**config.mk**
```make
export PLATFORM = sky130hd
export DESIGN_NAME = debounced_button_relay_timers_top
export DESIGN_NICKNAME = d
export VERILOG_FILES = /design/src/rtl/dbrt_pkg.sv /design/src/rtl/dbrt_regs.sv /design/src/rtl/dbrt_ctrl.sv /design/src/rtl/dbrt_dp.sv /design/src/rtl/debounced_button_relay_timers_top.sv
export SDC_FILE = /design/constraint.sdc
export NUM_CORES = 1
export LEC_CHECK = 0
export BUFFER_PORTS_ARGS = -buffer_cell sky130_fd_sc_hd__buf_2
export CAP_MARGIN = 20
export CORE_MARGIN = 3
export CORE_UTILIZATION = 51
export CTS_CLUSTER_SIZE = 25
export DETAILED_ROUTE_END_ITERATION = 8
export GPL_ROUTABILITY_DRIVEN = 0
export PLACE_DENSITY = 0.82
export SYNTH_ARGS = -nofsm -noshare
export SYNTH_HDL_FRONTEND = slang
export SYNTH_HIERARCHICAL = 1
export SYNTH_SLANG_ARGS = --single-unit
```
**constraint.sdc**
```tcl
create_clock -name clk_i -period 7.9 [get_ports clk_i]
set_input_delay 1.185 -clock clk_i [delete_from_list [all_inputs] [get_ports clk_i]]
set_output_delay 1.185 -clock clk_i [all_outputs]
set_load 0.02 [all_outputs]
```
**src/rtl/dbrt_pkg.sv**
```systemverilog
package dbrt_pkg;

  localparam int NumSlotsDef = 4;
  localparam int CfgSlots    = 4;
  localparam int MsPerSec    = 1000;
  localparam int AddrW       = 6;
  localparam int DataW       = 64;
  localparam logic [15:0] DebounceRst = 16'd50;

  typedef enum logic [2:0] {
    ST_UNKNOWN = 3'd0,
    ST_PRESS   = 3'd1,
    ST_HELD    = 3'd2,
    ST_RELEASE = 3'd3,
    ST_IDLE    = 3'd4
  } status_e;

  typedef enum logic [2:0] {
    CMD_NONE    = 3'd0,
    CMD_BEGIN   = 3'd1,
    CMD_END     = 3'd2,
    CMD_INSIDE  = 3'd3,
    CMD_OUTSIDE = 3'd4
  } cmd_e;

  typedef enum logic [2:0] {
    REG_SIGNAL_ENABLE = 3'd0,
    REG_SIGNAL_MODE   = 3'd1,
    REG_PRESSED_LEVEL = 3'd2,
    REG_DEBOUNCE_MS   = 3'd3,
    REG_SLOT_ENABLE   = 3'd4,
    REG_SLOT_RELAYS   = 3'd5,
    REG_SLOT_SECONDS  = 3'd6
  } reg_idx_e;

  typedef enum logic [1:0] {
    S_IDLE = 2'd0,
    S_ONE  = 2'd1,
    S_SCAN = 2'd2
  } state_e;

  typedef struct packed {
    logic        pin_level;
    logic [31:0] now_ms;
  } in_t;

  typedef struct packed {
    status_e     button_status;
    logic [1:0]  slot_index;
    logic [7:0]  relay_id;
    cmd_e        relay_command;
    logic        last_result;
  } res_t;

  typedef struct packed {
    logic        signal_enable;
    logic        signal_mode;
    logic        pressed_level;
    logic [15:0] debounce_ms;
    logic [3:0]  slot_enable_mask;
    logic [31:0] slot_relay_ids;
    logic [63:0] slot_seconds;
  } cfg_t;

  typedef struct packed {
    logic start;
    logic emit_one;
    logic emit_slot;
    logic advance;
  } ctrl_cmd_t;

  typedef struct packed {
    logic enable;
    logic any_slot;
    logic cur_en;
    logic cur_last;
    logic out_free;
  } ctrl_sts_t;

endpackage

```
**src/rtl/dbrt_regs.sv**
```systemverilog
module dbrt_regs (
  input  logic                          clk_i,
  input  logic                          rst_ni,
  input  logic                          psel,
  input  logic                          penable,
  input  logic                          pwrite,
  input  logic [dbrt_pkg::AddrW-1:0]    paddr,
  input  logic [dbrt_pkg::DataW-1:0]    pwdata,
  output logic [dbrt_pkg::DataW-1:0]    prdata,
  output logic                          pready,
  output dbrt_pkg::cfg_t                cfg_o
);

  dbrt_pkg::cfg_t     cfg_q, cfg_d;
  dbrt_pkg::reg_idx_e idx;
  logic               wr;

  assign pready = 1'b1;
  assign idx    = dbrt_pkg::reg_idx_e'(paddr[dbrt_pkg::AddrW-1:3]);
  assign wr     = psel & penable & pwrite;
  assign cfg_o  = cfg_q;

  always_comb begin
    cfg_d = cfg_q;
    if (wr) begin
      case (idx)
        dbrt_pkg::REG_SIGNAL_ENABLE: cfg_d.signal_enable    = pwdata[0];
        dbrt_pkg::REG_SIGNAL_MODE:   cfg_d.signal_mode      = pwdata[0];
        dbrt_pkg::REG_PRESSED_LEVEL: cfg_d.pressed_level    = pwdata[0];
        dbrt_pkg::REG_DEBOUNCE_MS:   cfg_d.debounce_ms      = pwdata[15:0];
        dbrt_pkg::REG_SLOT_ENABLE:   cfg_d.slot_enable_mask = pwdata[3:0];
        dbrt_pkg::REG_SLOT_RELAYS:   cfg_d.slot_relay_ids   = pwdata[31:0];
        dbrt_pkg::REG_SLOT_SECONDS:  cfg_d.slot_seconds     = pwdata;
        default: ;
      endcase
    end
  end

  always_comb begin
    case (idx)
      dbrt_pkg::REG_SIGNAL_ENABLE: prdata = 64'(cfg_q.signal_enable);
      dbrt_pkg::REG_SIGNAL_MODE:   prdata = 64'(cfg_q.signal_mode);
      dbrt_pkg::REG_PRESSED_LEVEL: prdata = 64'(cfg_q.pressed_level);
      dbrt_pkg::REG_DEBOUNCE_MS:   prdata = 64'(cfg_q.debounce_ms);
      dbrt_pkg::REG_SLOT_ENABLE:   prdata = 64'(cfg_q.slot_enable_mask);
      dbrt_pkg::REG_SLOT_RELAYS:   prdata = 64'(cfg_q.slot_relay_ids);
      dbrt_pkg::REG_SLOT_SECONDS:  prdata = cfg_q.slot_seconds;
      default:                     prdata = '0;
    endcase
  end

  always_ff @(posedge clk_i or negedge rst_ni) begin
    if (!rst_ni) begin
      cfg_q <= '{debounce_ms: dbrt_pkg::DebounceRst, default: '0};
    end else begin
      cfg_q <= cfg_d;
    end
  end

endmodule

```
**src/rtl/dbrt_ctrl.sv**
```systemverilog
module dbrt_ctrl (
  input  logic                  clk_i,
  input  logic                  rst_ni,
  input  logic                  in_valid_i,
  output logic                  in_stall_o,
  input  dbrt_pkg::ctrl_sts_t   sts_i,
  output dbrt_pkg::ctrl_cmd_t   cmd_o
);

  dbrt_pkg::state_e state_q, state_d;

  always_comb begin
    state_d = state_q;
    case (state_q)
      dbrt_pkg::S_IDLE: begin
        if (in_valid_i) begin
          state_d = (sts_i.enable && sts_i.any_slot) ? dbrt_pkg::S_SCAN : dbrt_pkg::S_ONE;
        end
      end
      dbrt_pkg::S_ONE: begin
        if (sts_i.out_free) state_d = dbrt_pkg::S_IDLE;
      end
      dbrt_pkg::S_SCAN: begin
        if (sts_i.cur_en && sts_i.out_free && sts_i.cur_last) state_d = dbrt_pkg::S_IDLE;
      end
      default: state_d = dbrt_pkg::S_IDLE;
    endcase
  end

  always_comb begin
    cmd_o      = '0;
    in_stall_o = 1'b1;
    case (state_q)
      dbrt_pkg::S_IDLE: begin
        in_stall_o  = 1'b0;
        cmd_o.start = in_valid_i;
      end
      dbrt_pkg::S_ONE: begin
        cmd_o.emit_one = sts_i.out_free;
      end
      dbrt_pkg::S_SCAN: begin
        cmd_o.emit_slot = sts_i.cur_en & sts_i.out_free;
        cmd_o.advance   = ~sts_i.cur_en | sts_i.out_free;
      end
      default: ;
    endcase
  end

  always_ff @(posedge clk_i or negedge rst_ni) begin
    if (!rst_ni) begin
      state_q <= dbrt_pkg::S_IDLE;
    end else begin
      state_q <= state_d;
    end
  end

endmodule

```
**src/rtl/dbrt_dp.sv**
```systemverilog
module dbrt_dp #(
  parameter int NUM_SLOTS = dbrt_pkg::NumSlotsDef
) (
  input  logic                  clk_i,
  input  logic                  rst_ni,
  input  dbrt_pkg::cfg_t        cfg_i,
  input  dbrt_pkg::in_t         in_item_i,
  input  dbrt_pkg::ctrl_cmd_t   cmd_i,
  output dbrt_pkg::ctrl_sts_t   sts_o,
  output logic                  out_valid_o,
  input  logic                  out_stall_i,
  output dbrt_pkg::res_t        out_item_o
);

  localparam int SlotW = (NUM_SLOTS > 1) ? $clog2(NUM_SLOTS) : 1;

  logic [NUM_SLOTS-1:0] en_a;
  logic [7:0]           relay_a [NUM_SLOTS];
  logic [15:0]          secs_a  [NUM_SLOTS];

  for (genvar g = 0; g < NUM_SLOTS; g++) begin : g_slot_cfg
    if (g < dbrt_pkg::CfgSlots) begin : g_on
      assign en_a[g]    = cfg_i.slot_enable_mask[g];
      assign relay_a[g] = cfg_i.slot_relay_ids[8*g +: 8];
      assign secs_a[g]  = cfg_i.slot_seconds[16*g +: 16];
    end else begin : g_off
      assign en_a[g]    = 1'b0;
      assign relay_a[g] = '0;
      assign secs_a[g]  = '0;
    end
  end

  logic                 stable_q, stable_d;
  logic [31:0]          stamp_q, stamp_d;
  logic [31:0]          window_q, window_d;
  logic [31:0]          now_q;
  dbrt_pkg::status_e    st_q, st_c;
  logic                 any_q, any_c;
  logic [SlotW-1:0]     cnt_q, cnt_d;
  logic [31:0]          end_q [NUM_SLOTS];
  logic [NUM_SLOTS-1:0] run_q, run_d;
  logic                 out_valid_q, out_valid_d;
  dbrt_pkg::res_t       out_q, out_d;

  logic                 pressed;
  logic [31:0]          elapsed;
  logic                 cur_last;
  logic [25:0]          len_ms;
  logic [31:0]          restart_end;
  logic [31:0]          cur_end;
  logic                 cur_run;
  logic                 in_window;
  dbrt_pkg::cmd_e       slot_cmd;
  logic                 slot_run_d;
  logic                 slot_end_wr;
  logic [31:0]          slot_end_d;
  logic                 out_free;

  // debounce
  assign pressed = (in_item_i.pin_level == cfg_i.pressed_level);
  assign elapsed = in_item_i.now_ms - stamp_q;

  always_comb begin
    stable_d = stable_q;
    stamp_d  = stamp_q;
    if (pressed == stable_q) begin
      stamp_d = in_item_i.now_ms;
      st_c    = pressed ? dbrt_pkg::ST_HELD : dbrt_pkg::ST_IDLE;
    end else if (elapsed > 32'(cfg_i.debounce_ms)) begin
      stable_d = pressed;
      stamp_d  = in_item_i.now_ms;
      st_c     = pressed ? dbrt_pkg::ST_PRESS : dbrt_pkg::ST_RELEASE;
    end else begin
      st_c     = stable_q ? dbrt_pkg::ST_HELD : dbrt_pkg::ST_IDLE;
    end
    window_d = (st_c != dbrt_pkg::ST_IDLE) ? in_item_i.now_ms : window_q;
    any_c    = (st_c == dbrt_pkg::ST_PRESS) && cfg_i.signal_mode && |(en_a & run_q);
  end

  // current slot
  always_comb begin
    cur_last = 1'b1;
    for (int j = 0; j < NUM_SLOTS; j++) begin
      if ((j > int'(cnt_q)) && en_a[j]) cur_last = 1'b0;
    end
  end

  assign len_ms      = 26'(secs_a[cnt_q]) * 26'(dbrt_pkg::MsPerSec);
  assign restart_end = window_q + 32'(len_ms);
  assign cur_end     = end_q[cnt_q];
  assign cur_run     = run_q[cnt_q];
  assign in_window   = (window_q < cur_end) ?
                       ((now_q >= window_q) && (now_q < cur_end)) :
                       ((now_q >= window_q) || (now_q < cur_end));

  always_comb begin
    slot_cmd    = dbrt_pkg::CMD_NONE;
    slot_run_d  = cur_run;
    slot_end_wr = 1'b0;
    slot_end_d  = restart_end;
    case (st_q)
      dbrt_pkg::ST_PRESS: begin
        if (!cfg_i.signal_mode || !any_q) begin
          slot_cmd    = dbrt_pkg::CMD_BEGIN;
          slot_run_d  = 1'b1;
          slot_end_wr = 1'b1;
        end else if (cur_run) begin
          slot_cmd    = dbrt_pkg::CMD_END;
          slot_run_d  = 1'b0;
          slot_end_wr = 1'b1;
          slot_end_d  = window_q;
        end
      end
      dbrt_pkg::ST_HELD, dbrt_pkg::ST_RELEASE: begin
        if (!cfg_i.signal_mode) begin
          slot_cmd    = dbrt_pkg::CMD_INSIDE;
          slot_run_d  = 1'b1;
          slot_end_wr = 1'b1;
        end else begin
          slot_cmd = cur_run ? dbrt_pkg::CMD_INSIDE : dbrt_pkg::CMD_OUTSIDE;
        end
      end
      dbrt_pkg::ST_IDLE: begin
        if (!cur_run) begin
          slot_cmd = dbrt_pkg::CMD_OUTSIDE;
        end else if (in_window) begin
          slot_cmd = dbrt_pkg::CMD_INSIDE;
        end else begin
          slot_cmd   = dbrt_pkg::CMD_END;
          slot_run_d = 1'b0;
        end
      end
      default: ;
    endcase
  end

  // output register
  assign out_free = ~out_valid_q | ~out_stall_i;

  always_comb begin
    out_valid_d = out_valid_q & out_stall_i;
    out_d       = out_q;
    if (cmd_i.emit_one) begin
      out_valid_d         = 1'b1;
      out_d.button_status = st_q;
      out_d.slot_index    = '0;
      out_d.relay_id      = '0;
      out_d.relay_command = dbrt_pkg::CMD_NONE;
      out_d.last_result   = 1'b1;
    end else if (cmd_i.emit_slot) begin
      out_valid_d         = 1'b1;
      out_d.button_status = st_q;
      out_d.slot_index    = 2'(cnt_q);
      out_d.relay_id      = relay_a[cnt_q];
      out_d.relay_command = slot_cmd;
      out_d.last_result   = cur_last;
    end
  end

  always_comb begin
    run_d = run_q;
    cnt_d = cnt_q;
    if (cmd_i.start) begin
      cnt_d = '0;
    end else if (cmd_i.advance) begin
      cnt_d = cnt_q + SlotW'(1);
    end
    if (cmd_i.emit_slot) run_d[cnt_q] = slot_run_d;
  end

  always_ff @(posedge clk_i or negedge rst_ni) begin
    if (!rst_ni) begin
      stable_q    <= 1'b0;
      stamp_q     <= '0;
      window_q    <= '0;
      run_q       <= '0;
      cnt_q       <= '0;
      out_valid_q <= 1'b0;
    end else begin
      if (cmd_i.start && cfg_i.signal_enable) begin
        stable_q <= stable_d;
        stamp_q  <= stamp_d;
        window_q <= window_d;
      end
      run_q       <= run_d;
      cnt_q       <= cnt_d;
      out_valid_q <= out_valid_d;
    end
  end

  always_ff @(posedge clk_i) begin
    if (cmd_i.start) begin
      now_q <= in_item_i.now_ms;
      st_q  <= cfg_i.signal_enable ? st_c : dbrt_pkg::ST_UNKNOWN;
      any_q <= any_c;
    end
    if (cmd_i.emit_slot && slot_end_wr) end_q[cnt_q] <= slot_end_d;
    out_q <= out_d;
  end

  assign sts_o.enable   = cfg_i.signal_enable;
  assign sts_o.any_slot = |en_a;
  assign sts_o.cur_en   = en_a[cnt_q];
  assign sts_o.cur_last = cur_last;
  assign sts_o.out_free = out_free;

  assign out_valid_o = out_valid_q;
  assign out_item_o  = out_q;

endmodule

```
**src/rtl/debounced_button_relay_timers_top.sv**
```systemverilog
// sequence: an accepted tick has its debounce status registered, then the scan
// state loads a beat per enabled slot into the output register, skipping disabled ones
// throughput: one slot per cycle through the shared slot evaluation unless the output
// stalls; a single beat when disabled or no slot enabled; new tick taken once idle
// reset: debounce state, window start and running flags clear at once, registers
// take their defaults; no clearing pass, a tick can be accepted right after reset
module debounced_button_relay_timers_top #(
  parameter int NUM_SLOTS = dbrt_pkg::NumSlotsDef
) (
  input  logic                          clk_i,
  input  logic                          rst_ni,
  input  logic                          psel,
  input  logic                          penable,
  input  logic                          pwrite,
  input  logic [dbrt_pkg::AddrW-1:0]    paddr,
  input  logic [dbrt_pkg::DataW-1:0]    pwdata,
  output logic [dbrt_pkg::DataW-1:0]    prdata,
  output logic                          pready,
  input  logic                          in_valid_i,
  output logic                          in_stall_o,
  input  dbrt_pkg::in_t                 in_item_i,
  output logic                          out_valid_o,
  input  logic                          out_stall_i,
  output dbrt_pkg::res_t                out_item_o
);

  dbrt_pkg::cfg_t      cfg;
  dbrt_pkg::ctrl_cmd_t cmd;
  dbrt_pkg::ctrl_sts_t sts;

  dbrt_regs u_regs (
    .clk_i   (clk_i),
    .rst_ni  (rst_ni),
    .psel    (psel),
    .penable (penable),
    .pwrite  (pwrite),
    .paddr   (paddr),
    .pwdata  (pwdata),
    .prdata  (prdata),
    .pready  (pready),
    .cfg_o   (cfg)
  );

  dbrt_ctrl u_ctrl (
    .clk_i      (clk_i),
    .rst_ni     (rst_ni),
    .in_valid_i (in_valid_i),
    .in_stall_o (in_stall_o),
    .sts_i      (sts),
    .cmd_o      (cmd)
  );

  dbrt_dp #(
    .NUM_SLOTS (NUM_SLOTS)
  ) u_dp (
    .clk_i       (clk_i),
    .rst_ni      (rst_ni),
    .cfg_i       (cfg),
    .in_item_i   (in_item_i),
    .cmd_i       (cmd),
    .sts_o       (sts),
    .out_valid_o (out_valid_o),
    .out_stall_i (out_stall_i),
    .out_item_o  (out_item_o)
  );

endmodule

```
Word level (Yosys, flattened, before mapping). Memories as Yosys holds them, arrays and structs flattened. Cells that the tools add are included.

Add/sub/neg operators: 3. $mul: 1. Div/mod/pow operators: 0. Magnitude comparators: 10. Equal/unequal tests: 19. Shift-type cells: 0. Muxes and demuxes: 61. Bitwise logic cells: 12. Reduce and logical (&&, ||, !) cells: 35.

Operators with widths (count): case mux 64 bit (7 select lines) (1); 2-to-1 mux 32 bit (5); less-than comparator 32 bit (2); 2-to-1 mux 17 bit (2); adder 32 x 26 -> 32 bit (1); binary-select mux 16 bit (select 2 bit) (1); >= comparator 32 bit (1); > comparator 32 x 16 -> 1 bit (1); 2-to-1 mux 16 bit (2); subtractor 32 bit (1); 2-to-1 mux 3 bit (8); multiplier 16 x 7 -> 23 bit (second input constant) (1); 2-to-1 mux 1 bit (22); 2-to-1 mux 2 bit (9); AND reduction 2 bit (9); binary-select mux 8 bit (select 2 bit) (1); 2-to-1 mux 8 bit (2); == test 3 x 2 -> 1 bit (second input constant) (4); == test 3 bit (second input constant) (4); logical AND 1 bit (12); == test 3 x 1 -> 1 bit (second input constant) (3); case mux 3 bit (3 select lines) (1); OR reduction 4 bit (2); case mux 2 bit (3 select lines) (1); other kinds (29) (45).

Bits in registers: 246. Latch bits: 0. RAM bits: 128. Memory bits (read-only): 0. Input bits: 110. Output and inout port bits: 84. Memories kept: 1.

Memories: u_dp.end_q (depth 4, width 32, rd ports 1, clocked after Yosys merged registers in 0, write ports 1, line dbrt_dp.sv:40) `logic [31:0] end_q [NUM_SLOTS];`.

Longest topological paths before layout.
Word-level depth: 9. Mapped depth: 29.

Hierarchy. Netlist, hierarchy kept.

By module, submodules not included: dbrt_dp (times used 1, cells an instance 1670, area an instance 18883.1 um^2, sequential area each 7096.8 um^2); dbrt_regs (times used 1, cells an instance 370, area an instance 5321.4 um^2, sequential area each 2981.6 um^2); dbrt_ctrl (times used 1, cells an instance 17, area an instance 136.4 um^2, sequential area each 50.0 um^2).

Worst setup path before layout. No wires, ideal clock.

Kind: register to register. Start point: reg u_dp.cnt_q[0]. End point: mem u_dp.end_q[0][29], data pin. Setup time: 273 ps. Arrival time: 7754 ps. Slack: -127 ps. Cell stages (with the launch flop): 27. Path buffers: 3. Period minus slack after synthesis: 8027 ps. Cells stage by stage: dfrtp_1 > clkbuf_1 > buf_1 > clkbuf_1 > mux4_2 > fa_1 > fa_1 > inv_1 > fa_1 > fa_1 > inv_1 > ha_1 > nand2_1 > o21ai_0 > o41ai_1 > nor2_1 > o31a_1 > nor2_1 > xnor2_1 > ha_1 > o21ai_0 > nand2_1 > a41oi_1 > o21ai_0 > o41ai_1 > nor3b_1 > xnor2_1.

Word-level cells in the longest chain between the ends: 9. Elaborated cells on any way between the ends: 11. Classes of those cells: add/sub (1); mul (1); mux (8); bitwise (1).

Ends and longest elaborated chain: start: declaration (line dbrt_dp.sv:39) `logic [SlotW-1:0] cnt_q, cnt_d;`; start signal: assignment (line dbrt_dp.sv:186) `cnt_q <= cnt_d;`; NOT 2 -> 3 bit (not written as such) (line dbrt_dp.sv:88) `assign len_ms = 26'(secs_a[cnt_q]) * 26'(dbrt_pkg::MsPerSec);`; binary-select mux 16 bit (select 2 bit) (line dbrt_dp.sv:88); 2-to-1 mux 16 bit (not written as such) (2 in a row) (line dbrt_dp.sv:88); multiplier 16 x 7 -> 23 bit (line dbrt_dp.sv:88); adder 32 x 26 -> 32 bit (line dbrt_dp.sv:89) `assign restart_end = window_q + 32'(len_ms);`; 2-to-1 mux 32 bit (line dbrt_dp.sv:107) `end else if (cur_run) begin`; 2-to-1 mux 32 bit (line dbrt_dp.sv:103) `if (!cfg_i.signal_mode || !any_q) begin`; 2-to-1 mux 32 bit * (line dbrt_dp.sv:101) `case (st_q)`; net u_dp.slot_end_d[29] (line dbrt_dp.sv:56) `logic [31:0] slot_end_d;`; end: declaration (line dbrt_dp.sv:40).

The timed path passes the listed nets; every way through them passes the cells marked *. The select of a mux whose other input is x is not followed.

Worst setup path after layout.
Start point: reg u_dp.cnt_q[0]. End point: mem u_dp.end_q[3][29], data pin.

Same word-level chain as after synthesis.

==> out/results.ini <==
[outcome]
status=finished, final reports clean

[floorplan]
coreArea_um2=46850
die_x_um=224.5
start_util=0.5195
num_io_pins=194
die_y_um=224.5
fp-row-count=79
dieArea_um2=50380

[logic_synthesis]
yosys.area.top_type_share=0.2060
synth_nets=2446
ys_top_cells_by_count=ha_1 (223), inv_1 (218), dfrtp_1 (190)
post_synth.cell_area_avg_um2=11.83
ys_types=88
async_reset_ff_frac=0.5160
synth_enable_flop_cells=167
synth_cells=2057
synth.most_common_cell=ha_1
yosys.area.top_type=edfxtp_1
ys_warn_count=6
synth_area_leaders=edfxtp_1 (21%), dfrtp_1 (20%), ha_1 (11%)
ys_seq_area_frac=0.4161
synth_seq_cells=374
ys.flop_type=dfrtp_1
syn_area_um2=24340

[sta]
hold_viol=0
fin_crit_ns=7.470
max_clock_freq_mhz=133.9
rsz0062_at_grt=no
relSlewSlack=0.2596
whs_ns=0.4985
tightest_slew_ns=1.111
period_share=0.9456
fin_setup_tns_ns=0
skew_ns=0.04368
report.final.slew_viol_count=0
final-setup-viol-count=0

[critical_path]
cpPeakStageDelay_ns=0.60
crit_top_cell=fa_1
critPathTopFamily=adder cells
critPathSlowestCell=mux4_2
crit_path_end_kind=flop
critPathLaunchType=flop
path_buf_inv=6
crit_required_ns=8.22
criticalPathCategory=flop to flop
cp_max_fo=15
worstPathArrival_ns=7.79

[drt]
firstDrtPassIters=8
drc=0
first_iter_violations=1580
avgViaCountPerCell=6.129
vias=17690
antenna_left=0
finalWirelength_mm=61.51
routedWlPerCell_um=21.31

[global_route]
gr-total-overflow=0
first_global_vias=18340
grt_pass1_wl_mm=98.01
antenna_found_initial=8
grt_usage=0.2441
grt_max_degree=77

[cts]
clkTransAtPathRegs_ns=0.06
cts_root_buf=clkbuf_16
cts.sinks=374
cts_max_level=2
clock_latency_ns=0.60
cts_buffers=42
clk_path_buf_depth=3
cts_tree=built
cts_hold_buf=0

[layout]
nets=2627
drive_above_1_share=0.2307
nFillCells=3577
area_growth_pct=12.35

[place]
dp_hpwl_mm=45.43
port_buffers=189

[flow_run]
drv_cap=0

[min_path]
min_path_type=flop to flop

routing by layer:
metal,global-route usage,routed length (um),vias up
li1,-,-,7938
met1,0.3112,24050,8766
met2,0.4117,29900,819
met3,0.04150,4781,166
met4,0.1095,2778,0
met5,0,0,-
cell families after synthesis:
logic type | Yosys count | share of synthesized area
buf+inv | 292 | 0.05125
simple gates | 388 | 0.08353
flops | 374 | 0.4161
xor+xnor | 64 | 0.02303
other cells | 1 | 0.0001541
mux | 259 | 0.1505
compound gates | 400 | 0.1147
fa+ha+maj | 279 | 0.1607
through the flow:
stage	worst slack [ns]	util	area (um^2)	cells
2_1_floorplan	0.09836	-	24340	2057
3_3_place_gp	0.4512	0.5507	25800	2799
3_5_place_dp	0.2511	0.5507	25800	2799
4_1_cts	0.1671	0.5821	27270	2876
5_1_grt	0.007078	0.5837	27350	2886
6_report	0.4296	0.5837	27350	2886
what timing repair did:
item / in CTS / in global routing
gates resized for setup: 0 / 9
hold endpoints to repair: 0 / 0
buffers inserted: 0 / 1
endpoints found under the setup margin: 0 / 32
worst register-to-register path, delay by kind of cell, from the launching register on:
kind	cells	cell delay [ns]
buffers and inverters	6	1.05
muxes	1	0.61
DFF	1	0.51
xor gates and xnor gates	2	0.31
AOI/OAI and AO/OA	8	1.42
and+or+nand+nor	5	0.70
adders and majority gates	6	2.60
layout by cell type, fill, tap and decap left out, types with 12 or more instances in the layout:
cell type,n
buf_4,20
dfrtp_1,188
a31oi_1,12
a21o_1,34
a211oi_1,26
nand2b_1,12
edfxtp_1,167
and2_1,40
nand4_1,22
mux2_2,109
nand2_1,68
o21a_1,12
and3_1,16
nor2_1,98
mux4_2,58
clkbuf_16,43
ha_1,223
xnor2_1,46
mux2i_1,15
mux2_1,47
a22o_1,44
nor2b_1,27
fa_1,56
xor2_1,18
o211ai_1,13
inv_1,216
buf_2,188
a21oi_1,100
dfxtp_1,14
o21ai_0,58
mux2_4,30
nand3_1,20
nor3_1,28
state kept, by name (all words and copies together), names as in the netlist:
signal and cells:
u_dp/out_valid_o 1, u_dp/out_item_o 17, u_dp/now_q 32, u_dp/cnt_q 2, u_dp/any_q 1, u_dp/st_q 3, u_dp/stable_q 1, u_dp/end_q 128
u_regs/cfg_o 119, u_dp/stamp_q 32, u_ctrl/state_q 2, u_dp/window_q 32, u_dp/run_q 4
worst paths after layout:
kind,from,end,slack [ns],cells past startpoint
max in group asynchronous,rst_ni,u_dp/stamp_q[25],5.92,2
max,u_dp/cnt_q[0],u_dp/end_q[3][29],0.43,28
min reg2reg,u_dp/out_item_o[10],u_dp/out_item_o[10],0.50,2
max reg2reg,u_dp/cnt_q[0],u_dp/end_q[3][29],0.43,28
min in group asynchronous,rst_ni,u_regs/cfg_o[118],0.63,1
min,u_dp/out_item_o[10],u_dp/out_item_o[10],0.50,2
cell type report:
class                   instances  area (um^2)  area share
clock buffers                  52         1150     0.04205
diodes                          8        20.02   0.0007320
flip-flops and latches        374        10130      0.3705
well taps                     607        759.5     0.02777
multi-input cells            1391        13010      0.4756
clock inverters                25        322.8     0.01180
inverters                     218        825.8     0.03020
repair buffers                211         1129     0.04127
Power is left out: the tool's default activity adds up to more than one toggle a clock period on the data nets, which glitch-free logic cannot reach.
